## config.mk

```make
export PLATFORM = sky130hd
export DESIGN_NAME = command_response_download_sequencer_top
export DESIGN_NICKNAME = d
export VERILOG_FILES = /design/src/rtl/crds_pkg.sv /design/src/rtl/crds_seq.sv /design/src/rtl/command_response_download_sequencer_top.sv
export SDC_FILE = /design/constraint.sdc
export NUM_CORES = 1
export LEC_CHECK = 0
export BUFFER_PORTS_ARGS = -buffer_cell sky130_fd_sc_hd__buf_2
export CAP_MARGIN = 5
export CORE_UTILIZATION = 56
export DETAILED_ROUTE_END_ITERATION = 7
export PLACE_DENSITY = 0.92
export SLEW_MARGIN = 20
export SYNTH_ARGS = -nofsm -noshare
export SYNTH_HDL_FRONTEND = slang
export SYNTH_SLANG_ARGS = --single-unit
```

## constraint.sdc

```tcl
create_clock -name clk_i -period 4.2 [get_ports clk_i]
set_input_delay 0.21 -clock clk_i [delete_from_list [all_inputs] [get_ports clk_i]]
set_output_delay 0.21 -clock clk_i [all_outputs]
set_load 0.03 [all_outputs]
```

## src/rtl/crds_pkg.sv

```systemverilog
// ----------------------------------------------------------------------------
// crds_pkg
// Shared constants and types of the command/response download sequencer:
// command codes, send codes, phase codes, sequencer steps and the result beat.
// ----------------------------------------------------------------------------
package crds_pkg;

  // Field widths fixed by the interface
  localparam int unsigned CmdWidth     = 2;
  localparam int unsigned ValueWidth   = 16;
  localparam int unsigned ArgWidth     = 32;
  localparam int unsigned CodeWidth    = 4;
  localparam int unsigned PhaseWidth   = 2;
  localparam int unsigned TimeoutWidth = 16;
  localparam int unsigned ElapsedWidth = 17;
  localparam int unsigned StepWidth    = 4;

  // Default widths and register reset
  localparam int unsigned        DefaultCountWidth = 16;
  localparam logic [TimeoutWidth-1:0] TimeoutReset = 16'd1000;

  // Input commands
  localparam logic [CmdWidth-1:0] CmdTick  = 2'd0;
  localparam logic [CmdWidth-1:0] CmdStart = 2'd1;
  localparam logic [CmdWidth-1:0] CmdReply = 2'd2;

  // Commands sent to the peer
  localparam logic [CodeWidth-1:0] CodeHello = 4'd0;
  localparam logic [CodeWidth-1:0] CodeInfo  = 4'd1;
  localparam logic [CodeWidth-1:0] CodeCount = 4'd2;
  localparam logic [CodeWidth-1:0] CodeBegin = 4'd3;
  localparam logic [CodeWidth-1:0] CodeNext  = 4'd4;
  localparam logic [CodeWidth-1:0] CodeEnd   = 4'd5;
  localparam logic [CodeWidth-1:0] CodeTime  = 4'd6;
  localparam logic [CodeWidth-1:0] CodeNflt  = 4'd7;
  localparam logic [CodeWidth-1:0] CodeBye   = 4'd8;

  // Reported phase
  localparam logic [PhaseWidth-1:0] PhaseIdle = 2'd0;
  localparam logic [PhaseWidth-1:0] PhaseBusy = 2'd1;
  localparam logic [PhaseWidth-1:0] PhaseDone = 2'd2;
  localparam logic [PhaseWidth-1:0] PhaseErr  = 2'd3;

  // Sequencer steps
  localparam logic [StepWidth-1:0] StIdle   = 4'd0;
  localparam logic [StepWidth-1:0] StWHello = 4'd1;
  localparam logic [StepWidth-1:0] StWInfo  = 4'd2;
  localparam logic [StepWidth-1:0] StWCount = 4'd3;
  localparam logic [StepWidth-1:0] StWBegin = 4'd4;
  localparam logic [StepWidth-1:0] StWNext  = 4'd5;
  localparam logic [StepWidth-1:0] StWEnd   = 4'd6;
  localparam logic [StepWidth-1:0] StWTime  = 4'd7;
  localparam logic [StepWidth-1:0] StWNflt  = 4'd8;
  localparam logic [StepWidth-1:0] StWBye   = 4'd9;
  localparam logic [StepWidth-1:0] StDone   = 4'd10;
  localparam logic [StepWidth-1:0] StErr    = 4'd11;

  localparam logic [ElapsedWidth-1:0] ElapsedMax = {ElapsedWidth{1'b1}};

  // One result beat
  typedef struct packed {
    logic                  send_valid;
    logic [CodeWidth-1:0]  send_code;
    logic [ArgWidth-1:0]   send_argument;
    logic [PhaseWidth-1:0] phase;
    logic                  sample_received;
    logic [ValueWidth-1:0] sample_index;
    logic [ValueWidth-1:0] sample_total;
  } crds_result_t;

endpackage

```

## src/rtl/crds_seq.sv

```systemverilog
// ----------------------------------------------------------------------------
// crds_seq
// Sequencer state and transition logic. On each advance it takes one item,
// updates step, timer and sample counters, and presents the result beat.
// ----------------------------------------------------------------------------
module crds_seq #(
  parameter int unsigned COUNT_WIDTH = crds_pkg::DefaultCountWidth
) (
  input  logic                             clk_i,
  input  logic                             rst_ni,
  input  logic                             adv_i,
  input  logic [crds_pkg::CmdWidth-1:0]     cmd_i,
  input  logic [crds_pkg::ValueWidth-1:0]   reply_value_i,
  input  logic [crds_pkg::ArgWidth-1:0]     rtc_time_i,
  input  logic [crds_pkg::ArgWidth-1:0]     next_flight_time_i,
  input  logic [crds_pkg::TimeoutWidth-1:0] timeout_i,
  output crds_pkg::crds_result_t           result_o
);
  import crds_pkg::*;

  logic [StepWidth-1:0]    step_q, step_d;
  logic [ElapsedWidth-1:0] elapsed_q, elapsed_d;
  logic [COUNT_WIDTH-1:0]  expected_q, expected_d;
  logic [COUNT_WIDTH-1:0]  done_q, done_d;

  logic                    waiting;
  logic [ElapsedWidth-1:0] elapsed_inc;
  logic [COUNT_WIDTH-1:0]  done_next;
  logic                    send;
  logic [CodeWidth-1:0]    code;
  logic [ArgWidth-1:0]     arg;
  logic                    sample;
  logic [PhaseWidth-1:0]   phase;

  assign waiting     = (step_q >= StWHello) && (step_q <= StWBye);
  // Saturate the timer at its top value
  assign elapsed_inc = (elapsed_q != ElapsedMax) ? elapsed_q + 1'b1 : elapsed_q;
  // Count a sample only when the reply answers a NEXT
  assign done_next   = (step_q == StWNext) ? done_q + 1'b1 : done_q;

  // Next state and outgoing command
  always_comb begin
    step_d     = step_q;
    elapsed_d  = elapsed_q;
    expected_d = expected_q;
    done_d     = done_q;
    send       = 1'b0;
    code       = CodeHello;
    arg        = '0;
    sample     = 1'b0;
    case (cmd_i)
      CmdStart: begin
        send      = 1'b1;
        code      = CodeHello;
        step_d    = StWHello;
        elapsed_d = '0;
      end
      CmdTick: begin
        if (waiting) begin
          elapsed_d = elapsed_inc;
          if (elapsed_inc > {1'b0, timeout_i}) begin
            step_d = StErr;
          end
        end
      end
      CmdReply: begin
        if (waiting) begin
          elapsed_d = '0;
          send      = 1'b1;
          case (step_q)
            StWHello: begin
              code   = CodeInfo;
              step_d = StWInfo;
            end
            StWInfo: begin
              code   = CodeCount;
              step_d = StWCount;
            end
            StWCount: begin
              expected_d = COUNT_WIDTH'(reply_value_i);
              done_d     = '0;
              code       = CodeBegin;
              step_d     = StWBegin;
            end
            StWBegin, StWNext: begin
              done_d = done_next;
              sample = (step_q == StWNext);
              if (done_next >= expected_q) begin
                code   = CodeEnd;
                step_d = StWEnd;
              end else begin
                code   = CodeNext;
                step_d = StWNext;
              end
            end
            StWEnd: begin
              code   = CodeTime;
              arg    = rtc_time_i;
              step_d = StWTime;
            end
            StWTime: begin
              code   = CodeNflt;
              arg    = next_flight_time_i;
              step_d = StWNflt;
            end
            StWNflt: begin
              code   = CodeBye;
              step_d = StWBye;
            end
            default: begin
              send   = 1'b0;
              step_d = StDone;
            end
          endcase
        end
      end
      default: begin
      end
    endcase
  end

  // Phase after this item
  always_comb begin
    case (step_d)
      StIdle:  phase = PhaseIdle;
      StDone:  phase = PhaseDone;
      StErr:   phase = PhaseErr;
      default: phase = PhaseBusy;
    endcase
  end

  assign result_o.send_valid      = send;
  assign result_o.send_code       = code;
  assign result_o.send_argument   = arg;
  assign result_o.phase           = phase;
  assign result_o.sample_received = sample;
  assign result_o.sample_index    = ValueWidth'(done_d);
  assign result_o.sample_total    = ValueWidth'(expected_d);

  // Commit state on advance
  always_ff @(posedge clk_i or negedge rst_ni) begin
    if (!rst_ni) begin
      step_q     <= StIdle;
      elapsed_q  <= '0;
      expected_q <= '0;
      done_q     <= '0;
    end else if (adv_i) begin
      step_q     <= step_d;
      elapsed_q  <= elapsed_d;
      expected_q <= expected_d;
      done_q     <= done_d;
    end
  end

endmodule

```

## src/rtl/command_response_download_sequencer_top.sv

```systemverilog
// ----------------------------------------------------------------------------
// command_response_download_sequencer_top
// Host side of a fixed command/response download exchange with a peer.
//
//   channel | direction | handshake               | payload
//   --------+-----------+-------------------------+----------------------------
//   in      | input     | in_valid_i / in_stall_o | command, reply, rtc, nflt
//   out     | output    | out_valid_o/ out_stall_i| send_*, phase, sample_*
//   cfg     | input     | cfg_valid_i/ cfg_ready_o| reply timeout (ticks)
//
// Items pass the input register, then the result register. One item is
// accepted per cycle unless the output stalls; the sequencer state registers
// close the loop. A stalled output holds the result register and, once the
// input register is also full, stalls the input side. Reset returns the
// sequencer to idle and the timeout to 1000 ticks. Config is always ready.
// ----------------------------------------------------------------------------
module command_response_download_sequencer_top #(
  parameter int unsigned COUNT_WIDTH = crds_pkg::DefaultCountWidth
) (
  input  logic                              clk_i,
  input  logic                              rst_ni,
  // Input channel
  input  logic                              in_valid_i,
  output logic                              in_stall_o,
  input  logic [crds_pkg::CmdWidth-1:0]     command_i,
  input  logic [crds_pkg::ValueWidth-1:0]   reply_value_i,
  input  logic [crds_pkg::ArgWidth-1:0]     rtc_time_i,
  input  logic [crds_pkg::ArgWidth-1:0]     next_flight_time_i,
  // Output channel
  output logic                              out_valid_o,
  input  logic                              out_stall_i,
  output logic                              send_valid_o,
  output logic [crds_pkg::CodeWidth-1:0]    send_code_o,
  output logic [crds_pkg::ArgWidth-1:0]     send_argument_o,
  output logic [crds_pkg::PhaseWidth-1:0]   phase_o,
  output logic                              sample_received_o,
  output logic [crds_pkg::ValueWidth-1:0]   sample_index_o,
  output logic [crds_pkg::ValueWidth-1:0]   sample_total_o,
  // Configuration channel
  input  logic                              cfg_valid_i,
  output logic                              cfg_ready_o,
  input  logic [crds_pkg::TimeoutWidth-1:0] cfg_data_i
);
  import crds_pkg::*;

  logic                    in_vld_q;
  logic [CmdWidth-1:0]     cmd_q;
  logic [ValueWidth-1:0]   value_q;
  logic [ArgWidth-1:0]     rtc_q;
  logic [ArgWidth-1:0]     nflt_q;
  logic [TimeoutWidth-1:0] timeout_q;
  logic                    out_vld_q;
  crds_result_t            res_q;
  crds_result_t            res;
  logic                    out_free;
  logic                    adv;
  logic                    in_take;

  // Pipeline control
  assign out_free   = !out_vld_q || !out_stall_i;
  assign adv        = in_vld_q && out_free;
  assign in_stall_o = in_vld_q && !out_free;
  assign in_take    = in_valid_i && !in_stall_o;
  assign cfg_ready_o = 1'b1;

  // Timeout register
  always_ff @(posedge clk_i or negedge rst_ni) begin
    if (!rst_ni) begin
      timeout_q <= TimeoutReset;
    end else if (cfg_valid_i && cfg_ready_o) begin
      timeout_q <= cfg_data_i;
    end
  end

  // Input register valid
  always_ff @(posedge clk_i or negedge rst_ni) begin
    if (!rst_ni) begin
      in_vld_q <= 1'b0;
    end else if (in_take) begin
      in_vld_q <= 1'b1;
    end else if (adv) begin
      in_vld_q <= 1'b0;
    end
  end

  // Capture input beat
  always_ff @(posedge clk_i) begin
    if (in_take) begin
      cmd_q   <= command_i;
      value_q <= reply_value_i;
      rtc_q   <= rtc_time_i;
      nflt_q  <= next_flight_time_i;
    end
  end

  crds_seq #(
    .COUNT_WIDTH(COUNT_WIDTH)
  ) u_seq (
    .clk_i             (clk_i),
    .rst_ni            (rst_ni),
    .adv_i             (adv),
    .cmd_i             (cmd_q),
    .reply_value_i     (value_q),
    .rtc_time_i        (rtc_q),
    .next_flight_time_i(nflt_q),
    .timeout_i         (timeout_q),
    .result_o          (res)
  );

  // Result register valid
  always_ff @(posedge clk_i or negedge rst_ni) begin
    if (!rst_ni) begin
      out_vld_q <= 1'b0;
    end else if (out_free) begin
      out_vld_q <= adv;
    end
  end

  // Hold result beat until taken
  always_ff @(posedge clk_i) begin
    if (adv) begin
      res_q <= res;
    end
  end

  assign out_valid_o       = out_vld_q;
  assign send_valid_o      = res_q.send_valid;
  assign send_code_o       = res_q.send_code;
  assign send_argument_o   = res_q.send_argument;
  assign phase_o           = res_q.phase;
  assign sample_received_o = res_q.sample_received;
  assign sample_index_o    = res_q.sample_index;
  assign sample_total_o    = res_q.sample_total;

endmodule
```

==> results of run 1 <==
## critical path: stages (launching register included)
cell	delay, ps
dfrtp_1	420
ha_1	210
and4_1	240
and3_1	260
nand3_4	140
and3_1	240
and3_1	220
xor2_1	190
ha_1	280
and4_1	230
and3_1	200
a31oi_2	230
o211ai_1	170
a21oi_2	300
o221ai_2	180
xnor2_1	170
nand3_1	90
## metal layers
layer	share of wire [%]	wire (um)	track usage, %
met2	52	13400	49.61
met5	0	0	0
met3	7.2	1848	3.815
met1	36	9227	31.95
met4	4.5	1148	14.32
## final timing paths
| kind | from | slack (ps) | cells past startpoint | to |
|---|---|---|---|---|
| hold / removal | cfg_valid_i | 150 | 3 | timeout_q[6] |
| setup reg to reg | u_seq.elapsed_q[0] | 190 | 16 | phase_o[0] |
| max in group asynchronous | rst_ni | 2830 | 3 | timeout_q[6] |
| min in group asynchronous | rst_ni | 320 | 2 | u_seq.expected_q[7] |
| setup / recovery | u_seq.elapsed_q[0] | 190 | 16 | phase_o[0] |
| hold reg to reg | in_vld_q | 500 | 1 | out_valid_o |
## what timing repair did
item / in CTS / in global routing
setup endpoints to repair: 0 / 2
setup buffers: 0 / 2
hold buffers: 101 / 0
resized for setup: 0 / 4
hold endpoints to repair: 130 / 0
## cell usage after synthesis (3+ instances only)
master / count / area share (%)
a21o_1: 9 / 0.67
o211ai_1: 3 / 0.22
dfstp_2: 6 / 1.6
clkbuf_1: 27 / 1.0
a211oi_1: 4 / 0.30
nor2_1: 71 / 2.6
xnor2_1: 18 / 1.6
inv_1: 51 / 1.9
dfrtp_1: 65 / 16
a22o_1: 5 / 0.43
and3_1: 14 / 0.86
a22oi_1: 33 / 2.4
o21ai_1: 5 / 0.25
nand4_1: 8 / 0.49
ha_1: 38 / 4.7
mux2_2: 5 / 0.56
nand2_1: 123 / 4.6
edfxtp_1: 154 / 46
buf_1: 5 / 0.19
buf_2: 4 / 0.20
o21ai_0: 78 / 3.8
o31ai_1: 14 / 1.0
a21oi_1: 15 / 0.74
and2_1: 6 / 0.37
buf_4: 5 / 0.37
a31oi_1: 7 / 0.43
xor2_1: 13 / 1.1
nand2b_1: 6 / 0.37
nand3_1: 16 / 0.79
nor3_1: 6 / 0.30
and4_1: 5 / 0.43
## kinds of logic after synthesis
| kind of cell | after synthesis |
|---|---|
| adders and majority gates | 38 |
| AOI/OAI and AO/OA | 198 |
| other | 1 |
| DFF | 225 |
| buffers and inverters | 94 |
| and+or+nand+nor | 270 |
| xor gates and xnor gates | 31 |
| muxes | 6 |
## area by class of cell
class | instances | area [um2]
multi-input cells | 544 | 3392
clock buffers | 31 | 688.2
inverters | 53 | 201.4
diodes | 1 | 2.502
repair buffers | 291 | 2017
flip-flops and latches | 225 | 6409
fillers | 1062 | 4338
well taps | 225 | 281.5
clock inverters | 13 | 147.6
## power by group
group          internal [mW]  switching (mW)
logic                  0.456           0.835
registers               2.66           0.117
clock network           1.34           0.868
total                   4.46            1.82
## flip-flops by register name, summed over array words and instances (netlist names), 17 cells and up
register,cells
rtc_q,32
send_argument_o,32
u_seq.elapsed_q,17
nflt_q,32
==> impl_metrics.env, run 1 <==
export IMPL_synthesis_nets=1004
export IMPL_synth_edf_count=154
export IMPL_holdWs_ps=146.1
export IMPL_grt_pass1_vias=7853
export IMPL_grt_use_total_pct=27.56
export IMPL_muxShareOfSynthArea_pct=0.6538
export IMPL_synth_compound_area_share_pct=13.05
export IMPL_setup_viol=0
export IMPL_nets=1280
export IMPL_slew_headroom_pct=43.15
export IMPL_power_density_nw_per_um2=478.0
export IMPL_ys_warn_count=0
export IMPL_clockRootBuffer="clkbuf_16"
export IMPL_ir_drop_v=0.0004910
export IMPL_hold_class="primary input to flip-flop"
export IMPL_syn_area_per_cell_um2=11.75
export IMPL_synthArstFlopShare_pct=31.56
export IMPL_p_leak_nw=5.599
export IMPL_coreArea_um2=17480
export IMPL_htreeDepth=1
export IMPL_synth_area_um2=10140
export IMPL_startpoint_type="flip-flop"
export IMPL_final_common_cell="buf_2"
export IMPL_drt_iter0_drc=799
export IMPL_yosys_most_used_dff="edfxtp_1"
export IMPL_syn_inst=863
export IMPL_wl_mm=25.62
export IMPL_path_class="flip-flop to flip-flop"
export IMPL_final_cell_mix="176 x buf_2, 154 x edfxtp_1, 122 x nand2_1, 101 x dlygate4sd3_1, 78 x o21ai_0"
export IMPL_rsz0062_at_grt="false"
export IMPL_post_place_ws_ps=341.2
export IMPL_hold_violations=0
export IMPL_synth_top_family_by_area="compound AO/OA/AOI/OAI gates"
export IMPL_drive_gt1_share_pct=23.25
export IMPL_die_area_um2=18650
export IMPL_skew_ps=9.831
export IMPL_vias=7927
export IMPL_clockBufferDepth=3
export IMPL_pin_count=178
export IMPL_io_buffer_count=176
export IMPL_synth_seq_area_share_pct=63.19
export IMPL_cts_sinks=225
export IMPL_die_y_um=136.6
export IMPL_p_total_mw=6.280
export IMPL_grt_max_degree=83
export IMPL_row_count=48
export IMPL_cts_buffers=24
export IMPL_clk_pin_slew_ps=60
export IMPL_grt_first_pass_wirelength_mm=39.04
export IMPL_timing_final_ws_setup_ps=189.7
export IMPL_critical_path_max_fanout=8
export IMPL_final_util_pct=75.18
export IMPL_die_w_um=136.6
export IMPL_grt_overflow_total=0
export IMPL_worstMarginPinSlew_ps=850.7
export IMPL_syn_to_final_growth_pct=29.55
export IMPL_synthDistinctLibCells=67
export IMPL_dp_hpwl_mm=14.72
export IMPL_start_util_pct=58.03
export IMPL_cts_tree="built"
export IMPL_critPathRequiredTime_ps=4460
export IMPL_drv_slew=0
export IMPL_post_drt_wl_per_cell_um=18.53
export IMPL_cp_arrival_ps=4270
export IMPL_ys_ff_latch=225
export IMPL_fin_tns_setup_ps=0
export IMPL_place_area_um2=11230
export IMPL_run_status="finished clean"
export IMPL_synth_simple_gate_area_share_pct=11.99
export IMPL_layout_cells_non_filler=1383
export IMPL_cp_end_kind="flip-flop"
export IMPL_stdcell_area_um2=13140
export IMPL_min_period_ps=4010
export IMPL_viasPerCell=5.732
export IMPL_fin_crit_sh_pct=95.48
export IMPL_drc=0
export IMPL_synth_xor_area_share_pct=2.677
export IMPL_antenna_found_initial=0
export IMPL_yosys_area_share_adder_pct=4.688
export IMPL_insertion_delay_ps=510
export IMPL_ant_nets=0
export IMPL_cap_viol_max_count=0
export IMPL_dp_cells=1234
export IMPL_firstDrtPassIters=7
export IMPL_globalplace_congestion=0.9196
export IMPL_fmax_mhz=249.4
Note: power is estimated with default switching activity, not from simulation.
==> inputs of run 2 (changes only) <==
CORE_MARGIN = 10   (was default)
CORE_UTILIZATION = 57   (was 56)
PLACE_DENSITY = 0.93   (was 0.92)
clock period = 4.67 ns   (was 4.2 ns; I/O delays follow)
==> impl_metrics.env, run 2 (synthesis gave the netlist of run 1 again) <==
export IMPL_skew_ps=13.42
export IMPL_fin_tns_setup_ps=0
export IMPL_die_y_um=153.4
export IMPL_viasPerCell=5.663
export IMPL_grt_overflow_total=0
export IMPL_fmax_mhz=245.2
export IMPL_final_common_cell="buf_2"
export IMPL_wl_mm=27.20
export IMPL_fin_crit_sh_pct=87.33
export IMPL_grt_first_pass_wirelength_mm=43.26
export IMPL_htreeDepth=1
export IMPL_cts_tree="built"
export IMPL_cap_viol_max_count=0
export IMPL_io_buffer_count=176
export IMPL_drt_iter0_drc=575
export IMPL_drv_slew=0
export IMPL_vias=7804
export IMPL_power_density_nw_per_um2=417.9
export IMPL_ir_drop_v=0.0003695
export IMPL_drive_gt1_share_pct=21.95
export IMPL_clk_pin_slew_ps=60
export IMPL_dp_hpwl_mm=16.14
export IMPL_run_status="finished clean"
export IMPL_cts_setup_buffers=0
export IMPL_grt_use_total_pct=22.43
export IMPL_coreArea_um2=17360
export IMPL_die_w_um=153.4
export IMPL_pin_count=178
export IMPL_slew_headroom_pct=32.12
export IMPL_die_area_um2=23530
export IMPL_insertion_delay_ps=500
export IMPL_grt_pass1_vias=8177
export IMPL_startpoint_type="flip-flop"
export IMPL_antenna_found_initial=5
export IMPL_hold_violations=0
export IMPL_setup_viol=0
export IMPL_final_cell_mix="176 x buf_2, 154 x edfxtp_1, 122 x nand2_1, 101 x dlygate4sd3_1, 78 x o21ai_0"
export IMPL_cts_buffers=23
export IMPL_start_util_pct=58.43
export IMPL_critPathRequiredTime_ps=4910
export IMPL_critical_path_max_fanout=15
export IMPL_firstDrtPassIters=7
export IMPL_switching_share_pct=29.46
export IMPL_globalplace_congestion=0.8757
export IMPL_clockRootBuffer="clkbuf_16"
export IMPL_rsz0062_at_grt="false"
export IMPL_clockBufferDepth=3
export IMPL_worstMarginPinSlew_ps=1018
export IMPL_power_frac_comb_pct=21.5
export IMPL_post_drt_wl_per_cell_um=19.74
export IMPL_cp_end_kind="flip-flop"
export IMPL_internal_power_mw=3.824
export IMPL_syn_to_final_growth_pct=27.90
export IMPL_ant_nets=0
export IMPL_path_class="flip-flop to flip-flop"
export IMPL_nets=1273
export IMPL_drc=0
export IMPL_min_period_ps=4078
export IMPL_p_sw_mw=1.597
export IMPL_grt_max_degree=88
export IMPL_p_clk_share_pct=32.5
export IMPL_seq_power_share_pct=46.0
export IMPL_hold_class="primary input to flip-flop"
export IMPL_cts_sinks=225
export IMPL_nFillCells=1072
export IMPL_cp_arrival_ps=4320
export IMPL_row_count=48
export IMPL_p_total_mw=5.422
export IMPL_p_leak_nw=5.501
-- run 2: worst paths after layout --
| path | slack [ps] | cells past startpoint | startpoint | endpoint |
|---|---|---|---|---|
| hold reg to reg | 500 | 1 | in_vld_q | out_valid_o |
| min in group asynchronous | 300 | 2 | rst_ni | u_seq.expected_q[11] |
| hold / removal | 170 | 3 | cfg_valid_i | timeout_q[7] |
| setup / recovery | 590 | 16 | u_seq.step_q[3] | phase_o[0] |
| max in group asynchronous | 3310 | 3 | rst_ni | u_seq.step_q[2] |
| setup reg to reg | 590 | 16 | u_seq.step_q[3] | phase_o[0] |
-- run 2: critical path, stage by stage, from the launching register on --
cell and delay, ps:
dfrtp_1 540, nand4bb_1 360, nor2_4 160, and3_1 240, and3_1 340, nand3_1 130
xor2_1 240, inv_1 80, ha_1 310, o21ai_0 170, o21ai_0 100, o2111a_1 190
a2111oi_4 420, o21bai_2 120, o221ai_2 190, xnor2_1 150, nand3_1 80
-- run 2: timing repair --
item | CTS | global route
gates resized for setup | 0 | 0
endpoints found under the hold margin | 125 | 0
hold buffers | 101 | 0
-- run 2: per-stage QoR --
stage	utilization, %	setup WS (ps)	cell area (um2)	hold WS (ps)	std cells
after global placement	64.51	759.8	11200	286.3	1230
after detailed placement	64.51	617.8	11200	305.7	1230
after floorplan	-	958.8	10140	-62.09	863
after global routing	74.74	265.8	12970	204.4	1378
final	74.74	591.9	12970	174.1	1378
after CTS	74.47	608.3	12930	143.9	1372
-- run 2: metal layers --
layer	part of all wire [%]	vias to the layer above	GRT usage, %	wire length (um)
li1	-	3645	-	-
met1	37	3723	25.16	9947
met2	51	357	39.01	14000
met3	7.5	79	5.331	2052
met4	4.4	0	11.43	1201
met5	0	-	0	0
-- run 2: power groups by stage --
stage               Clock (mW)  Combinational [mW]  Sequential, mW
floorplan                    0               0.624            2.65
global placement             0                1.03            2.52
detailed placement           0                1.07            2.53
CTS                       1.77                1.15            2.49
global route              1.87                1.28            2.52
finish                    1.76                1.16            2.50
-- run 2: final cells by class --
type | count | area [um2] | area share, %
clock inverters | 7 | 61.31 | 0.4726
repair buffers | 285 | 1972 | 15.20
clock buffers | 34 | 656.9 | 5.064
multi-input cells | 544 | 3378 | 26.04
diodes | 5 | 12.51 | 0.09645
inverters | 53 | 201.4 | 1.553
flip-flops and latches | 225 | 6409 | 49.40
well taps | 225 | 281.5 | 2.170
